File: config.mk
export PLATFORM = sky130hd
export DESIGN_NAME = rlftq_front
export DESIGN_NICKNAME = d
export VERILOG_FILES = /design/src/rlftq_pkg.sv /design/src/rlftq_front.sv
export SDC_FILE = /design/constraint.sdc
export NUM_CORES = 1
export LEC_CHECK = 0
export ABC_AREA = 1
export BUFFER_PORTS_ARGS = -buffer_cell sky130_fd_sc_hd__clkbuf_2
export CORE_MARGIN = 10
export CORE_UTILIZATION = 54
export CTS_CLUSTER_DIAMETER = 80
export DETAILED_ROUTE_END_ITERATION = 7
export PLACE_DENSITY = 0.89
export SETUP_SLACK_MARGIN = 0.02
export SYNTH_ARGS = -nofsm -noshare
export SYNTH_HDL_FRONTEND = slang
export SYNTH_SLANG_ARGS = --single-unit
File: constraint.sdc
create_clock -name clk -period 3.9 [get_ports clk]
set_clock_uncertainty 0.2 [all_clocks]
set_input_delay 0.195 -clock clk [delete_from_list [all_inputs] [get_ports clk]]
set_output_delay 0.195 -clock clk [all_outputs]
set_load 0.1 [all_outputs]
File: src/rlftq_pkg.sv
package rlftq_pkg;

	// Item kinds carried in the input tuser
	typedef enum logic [1:0] {
		FUNC_PUSH = 2'd0,
		FUNC_TICK = 2'd1,
		FUNC_READ = 2'd2,
		FUNC_NOP  = 2'd3
	} func_t;

	typedef enum logic [1:0] {
		ST_OK      = 2'd0,
		ST_FULL    = 2'd1,
		ST_BAD_LEN = 2'd2,
		ST_NONE    = 2'd3
	} status_t;

	localparam logic [1:0] LINK_OK   = 2'd0;
	localparam logic [1:0] LINK_BUSY = 2'd1;

	// Bits of the latched push reject reasons
	localparam int REJ_FULL = 0;
	localparam int REJ_LONG = 1;

	localparam logic [15:0] SEND_INTERVAL_RESET = 16'd115;

	localparam int IN_TDATA_W  = 24;
	localparam int OUT_TDATA_W = 32;

	// Depth of the command queue between front and back
	localparam int CMD_Q_DEPTH = 2;

	typedef struct packed {
		func_t      func;
		logic [7:0] data_byte;
		logic       last_byte;
		logic       link_ready;
		logic [1:0] link_status;
		logic [6:0] byte_offset;
	} cmd_t;

	// Packed with status in the low bits
	typedef struct packed {
		logic [5:0] queue_count;
		logic [7:0] read_data;
		logic [7:0] frame_length;
		logic       dropped;
		logic       sent;
		status_t    status;
	} res_t;

	typedef enum logic [1:0] {
		BK_IDLE = 2'd0,
		BK_LEN  = 2'd1,
		BK_READ = 2'd2
	} back_state_t;

endpackage

File: src/rlftq_front.sv
module rlftq_front (
	input  logic                                clk,
	input  logic                                arst_n,
	input  logic                                s_axis_tvalid,
	output logic                                s_axis_tready,
	input  logic [rlftq_pkg::IN_TDATA_W-1:0]    s_axis_tdata,
	input  logic                                s_axis_tlast,
	input  logic [1:0]                          s_axis_tuser,
	output logic                                cmd_valid,
	input  logic                                cmd_ready,
	output rlftq_pkg::cmd_t                     cmd
);

	localparam int CNT_W = $clog2(rlftq_pkg::CMD_Q_DEPTH + 1);
	localparam int PTR_W = $clog2(rlftq_pkg::CMD_Q_DEPTH);
	localparam logic [CNT_W-1:0] FULL_CNT = CNT_W'(rlftq_pkg::CMD_Q_DEPTH);
	localparam logic [PTR_W-1:0] LAST_PTR = PTR_W'(rlftq_pkg::CMD_Q_DEPTH - 1);

	rlftq_pkg::cmd_t cmd_q [rlftq_pkg::CMD_Q_DEPTH];
	logic [PTR_W-1:0] wr_ptr_q;
	logic [PTR_W-1:0] rd_ptr_q;
	logic [CNT_W-1:0] cnt_q;
	rlftq_pkg::cmd_t  in_cmd;
	logic             push;
	logic             pop;

	// Classify the incoming transfer into a command
	always_comb begin
		in_cmd.func        = rlftq_pkg::func_t'(s_axis_tuser);
		in_cmd.data_byte   = s_axis_tdata[7:0];
		in_cmd.last_byte   = s_axis_tlast;
		in_cmd.link_ready  = s_axis_tdata[8];
		in_cmd.link_status = s_axis_tdata[10:9];
		in_cmd.byte_offset = s_axis_tdata[17:11];
	end

	assign s_axis_tready = (cnt_q != FULL_CNT);
	assign cmd_valid     = (cnt_q != '0);
	assign cmd           = cmd_q[rd_ptr_q];
	assign push          = s_axis_tvalid && s_axis_tready;
	assign pop           = cmd_valid && cmd_ready;

	always_ff @(posedge clk) begin
		if (push) begin
			cmd_q[wr_ptr_q] <= in_cmd;
		end
	end

	always_ff @(posedge clk or negedge arst_n) begin
		if (!arst_n) begin
			wr_ptr_q <= '0;
			rd_ptr_q <= '0;
			cnt_q    <= '0;
		end else begin
			if (push) begin
				wr_ptr_q <= (wr_ptr_q == LAST_PTR) ? '0 : wr_ptr_q + 1'b1;
			end
			if (pop) begin
				rd_ptr_q <= (rd_ptr_q == LAST_PTR) ? '0 : rd_ptr_q + 1'b1;
			end
			case ({push, pop})
				2'b10:   cnt_q <= cnt_q + 1'b1;
				2'b01:   cnt_q <= cnt_q - 1'b1;
				default: cnt_q <= cnt_q;
			endcase
		end
	end

endmodule

Word-level counts from Yosys, hierarchy flattened

Memories as Yosys holds them, arrays and structs flattened.
Cells that the tools add are included.

Bits in read-only memories: 0
Memory bits (writable): 42
Bits in registers: 4
Bits of input ports: 31
Latch bits: 0
Output and inout bits: 23
Memories: 1

Memories:

| name  | words | bits a word | read ports | clocked after memory_dff | write ports | line              | source |
|---|---|---|---|---|---|---|---|
| cmd_q | 2     | 21          | 1          | 0                        | 1           | rlftq_front.sv:19 | `rlftq_pkg::cmd_t cmd_q [rlftq_pkg::CMD_Q_DEPTH];` |

Bitwise operators: 0
Div/mod/pow operators: 0
Reduce and logical (&&, ||, !) cells: 4
Multipliers: 0
Muxes and demuxes: 5
Shifts and indexed selects: 0
$add $sub $neg: 4
Magnitude comparators: 0
Equal/unequal tests: 3

Operators with widths:

| operator                                             | count |
|---|---|
| two-way mux 1 bit                                    | 4 |
| one-hot mux 2 bit (2 select lines)                   | 1 |
| nonzero test 2 bit                                   | 2 |
| adder 1 bit (second input constant)                  | 2 |
| adder 2 x 1 -> 2 bit (second input constant)         | 1 |
| equality test 2 x 1 -> 1 bit (second input constant) | 1 |
| equality test 2 bit (second input constant)          | 1 |
| logical AND 1 bit                                    | 2 |
| != test 2 bit (second input constant)                | 1 |
| subtractor 2 x 1 -> 2 bit (second input constant)    | 1 |

Depth between registers and ports, before layout

Depth in word-level cells: 4
Depth in mapped cells: 10
Mapped depth without buffers: 10

Worst setup path after synthesis

No wires, ideal clock.

Path kind: register to register
From: register cnt_q[0]
To: memory cmd_q[0][0] (netlist bit) (enable)
Arrival: 1.887 ns
Setup time: 0.399 ns
Data required time: 3.301 ns
Stages on the path, launching flop included: 5
Path slack: 1.414 ns
Path buffers: 0
Path through: dfrtp_1 inv_2 nand2_2 nand2_4 nor2_1

Longest elaborated chain between the ends: 4

Ends and longest elaborated chain:

| item                                    | line              | source |
|---|---|---|
| start: declaration                      | rlftq_front.sv:22 | `logic [CNT_W-1:0] cnt_q;` |
| start signal: assignment                | rlftq_front.sv:62 | `2'b10: cnt_q <= cnt_q + 1'b1;` |
| start signal: assignment                | rlftq_front.sv:63 | `2'b01: cnt_q <= cnt_q - 1'b1;` |
| start signal: assignment                | rlftq_front.sv:64 | `default: cnt_q <= cnt_q;` |
| != test 2 bit                           | rlftq_front.sv:37 | `assign s_axis_tready = (cnt_q != FULL_CNT);` |
| named net s_axis_tready                 | rlftq_front.sv:5  | `output logic s_axis_tready,` |
| logical AND 1 bit                       | rlftq_front.sv:40 | `assign push = s_axis_tvalid && s_axis_tready;` |
| two-way mux 1 bit                       | rlftq_front.sv:44 | `if (push) begin` |
| two-way mux 1 bit (implied by the code) | rlftq_front.sv:45 | `cmd_q[wr_ptr_q] <= in_cmd;` |
| end: declaration                        | rlftq_front.sv:19 |  |

The timed path passes the listed nets, and every way through them passes these cells.

==> run_results.csv <==
group,metric,value,unit
synth,synth_area,1770,um^2
die,fp.dieArea,5969,um^2
die,die_x,77.26,um
synth,synth_edf_count,42,
worst_setup_path,critPathArrivalTime,2130,ps
global_route,grt_antenna_before_repair,0,
synth,synth.yosys.seq_area_share,76.89,%
synth,synth_cells,139,
synth,synth-adder-area-share,0.7067,%
worst_setup_path,required,3500,ps
placement,place_area,2026,um^2
global_route,track_usage,12.04,%
synth,synth_top_family_by_area,"simple AND/OR/NAND/NOR gates",
min_path,hold_depth,1,
global_route,grt_pass1_vias,1275,
min_path,whs_endpoint,"cnt_q[0]$_DFFE_PN0P_",
route,first_iter_violations,77,
synth,avgSynthCellArea,12.74,um^2
worst_setup_path,end_kind,"output pin",
timing,final.min_clock_period,2528,ps
route,wire_per_inst,13.64,um
synth,yosys-top-cells-area,"edfxtp_1 (71%), nand2_1 (15%), dfrtp_1 (5.7%)",
clocking,cts_buffers,5,
timing,fin_setup_tns,0,ps
clocking,clock_sinks,46,
route,routed-via-count,1221,
job,drv_cap,0,
placement,dp_hpwl,2398,um
cells_and_area,num-fill-cells,214,
route,ant_nets,0,
synth,synth_common_cells,"nand2_1 (71), edfxtp_1 (42), inv_1 (5), dfrtp_1 (4)",
route,drc,0,
worst_setup_path,r2r-end,"cmd_q[0][0]$_DFFE_PP_",
cells_and_area,num-nets-final,246,
global_route,grt_pass1_wl,5816,um
timing,worstMarginPinSlew,1077,ps
timing,setup_viol,0,
timing,rsz0062_at_grt,"false",
synth,synthesis.nets,171,
timing,hold_viol,0,
synth,ys_types,16,
clocking,clock_path_buffers,2,
synth,yosysWarnings,0,
die,core-area,3103,um^2
placement,dpl.cell_count,226,
clocking,postCtsSetupRepairBufs,0,
route,first_pass_iters,4,
synth,ys_seq_elements,46,
clocking,insertion_delay,340,ps
placement,globalplace.congestion,0.7290,
synth,synth_ff_type,"edfxtp_1",
worst_setup_path,reg2reg_setup_slack,1860,ps
min_path,min_path_type,"reg2reg",
cells_and_area,final_cells,259,
timing,fmax,395.6,MHz
synth,netlist.area_leader.share,71.24,%
worst_setup_path,reg2reg_depth,4,
clocking,cts_tree,"yes",
die,row_count,20,
cells_and_area,syn_to_final_growth,34.28,%
die,top_level_ports,54,
cells_and_area,drive_gt1_share,27.91,%
worst_setup_path,path_max_fanout,23,
synth,synth_xor_area_share,0.4947,%
synth,synth_compound_gate_area_share,0.2827,%
route,drt_wl_total,3533,um
placement,io_buffers,47,
timing,hold_ws,328.6,ps
worst_setup_path,critPathKind,"reg2out",
cells_and_area,diodes,0,
worst_setup_path,start_kind,"flop",
synth,async_reset_ff_share,8.696,%
timing,relSlewSlack,28.11,%
status,status,"completed",
synth,synth_most_common_cell,"nand2_1",
die,die_h,77.26,um
clocking,cts_root_buf,"clkbuf_4",
clocking,clk_pin_slew,130,ps
worst_setup_path,r2r_start,"cnt_q[0]$_DFFE_PN0P_",
route,viasPerCell,4.714,
synth,synth_simple_gate_area_share,18.02,%
min_path,hold_start,"cnt_q[0]$_DFFE_PN0P_",
timing,slew_viol_final,0,
synth,synth_mux_area_share,0,%
synth,yosysTopAreaCell,"edfxtp_1",
clocking,htree_levels,2,
cells_and_area,post-route-cell-area,2377,um^2
global_route,grt_max_degree,24,
die,initial_utilization,57.06,%
timing,post-route-period-util,64.82,%
global_route,globalRouteOverflowTotal,0,
-- worst max path at each step --
stage               depth (start not counted)                 start               endpoint  slack (ps)
floorplan                                   4  cnt_q[0]$_DFFE_PN0P_  cmd_q[0][0]$_DFFE_PP_        1410
global placement                            4  rd_ptr_q$_DFFE_PN0P_                 cmd[5]        1770
detailed placement                          4  rd_ptr_q$_DFFE_PN0P_                 cmd[7]        1750
CTS                                         4  rd_ptr_q$_DFFE_PN0P_                cmd[11]        1350
global route                                4  rd_ptr_q$_DFFE_PN0P_                cmd[18]        1160
finish                                      4  rd_ptr_q$_DFFE_PN0P_                 cmd[4]        1370
-- worst max-delay path, stage by stage (launching register included) --
cell and delay (ps):
dfrtp_1 850, inv_2 360, nand2_1 150, nand2_1 70
clkbuf_2 370
-- cell families (layout without fill, tap and decap cells) --
logic type,count (synthesis),after routing
adder cells (fa/ha/maj),1,1
XOR/XNOR,1,1
flip-flops,46,46
buffers and inverters,11,87
AND/OR/NAND/NOR,79,79
AO/OA/AOI/OAI,1,1
-- final cells by class --
cell class                      count  area [um^2]  area share, %
Multi-Input combinational cell     82        347.8          14.63
Clock inverter                      3        63.81          2.684
Clock buffer                        5        37.54          1.579
Sequential cell                    46         1361          57.26
Tap cell                           44        55.05          2.316
Inverter                            7        26.28          1.105
Timing Repair Buffer               72        485.5          20.42
-- layer usage --
layer / vias to the layer above / global-route usage (%) / routed length [um] / share of wire (%)
met5: - / 0 / 0 / 0
met4: 0 / 6.569 / 85 / 2.4
met3: 9 / 2.914 / 187 / 5.3
met2: 39 / 22.49 / 1975 / 56
met1: 563 / 11.81 / 1283 / 36
li1: 610 / - / - / -
-- flip-flops by register name (all words and copies together) (netlist names) --
register,flops
cmd_q,42
cnt_q,2
rd_ptr_q,1
wr_ptr_q,1
-- layout by cell type, fill, tap and decap left out, types with 2 or more instances in the layout --
cell and n:
bufinv_16 2, clkbuf_2 47, clkbuf_4 5, dfrtp_1 4
dlygate4sd3_1 25, edfxtp_1 42, inv_1 5, inv_2 2
nand2_1 71, nand3_1 2
-- metrics by stage --
| stage | util [%] | worst slack, ps |
|---|---|---|
| after detailed placement | 65.28 | 1747 |
| final | 76.61 | 1372 |
| after global placement | 65.28 | 1770 |
| after floorplan | - | 1414 |
| after global routing | 76.61 | 1159 |
| after CTS | 76.61 | 1347 |
-- what timing repair did --
action,CTS,global route
resized for setup,0,0
hold buffers,25,0
hold endpoints to repair,48,0
endpoints found under the setup margin,0,0
Power is left out: the tool's default activity adds up to more than one toggle a clock period on the data nets, which glitch-free logic cannot reach.
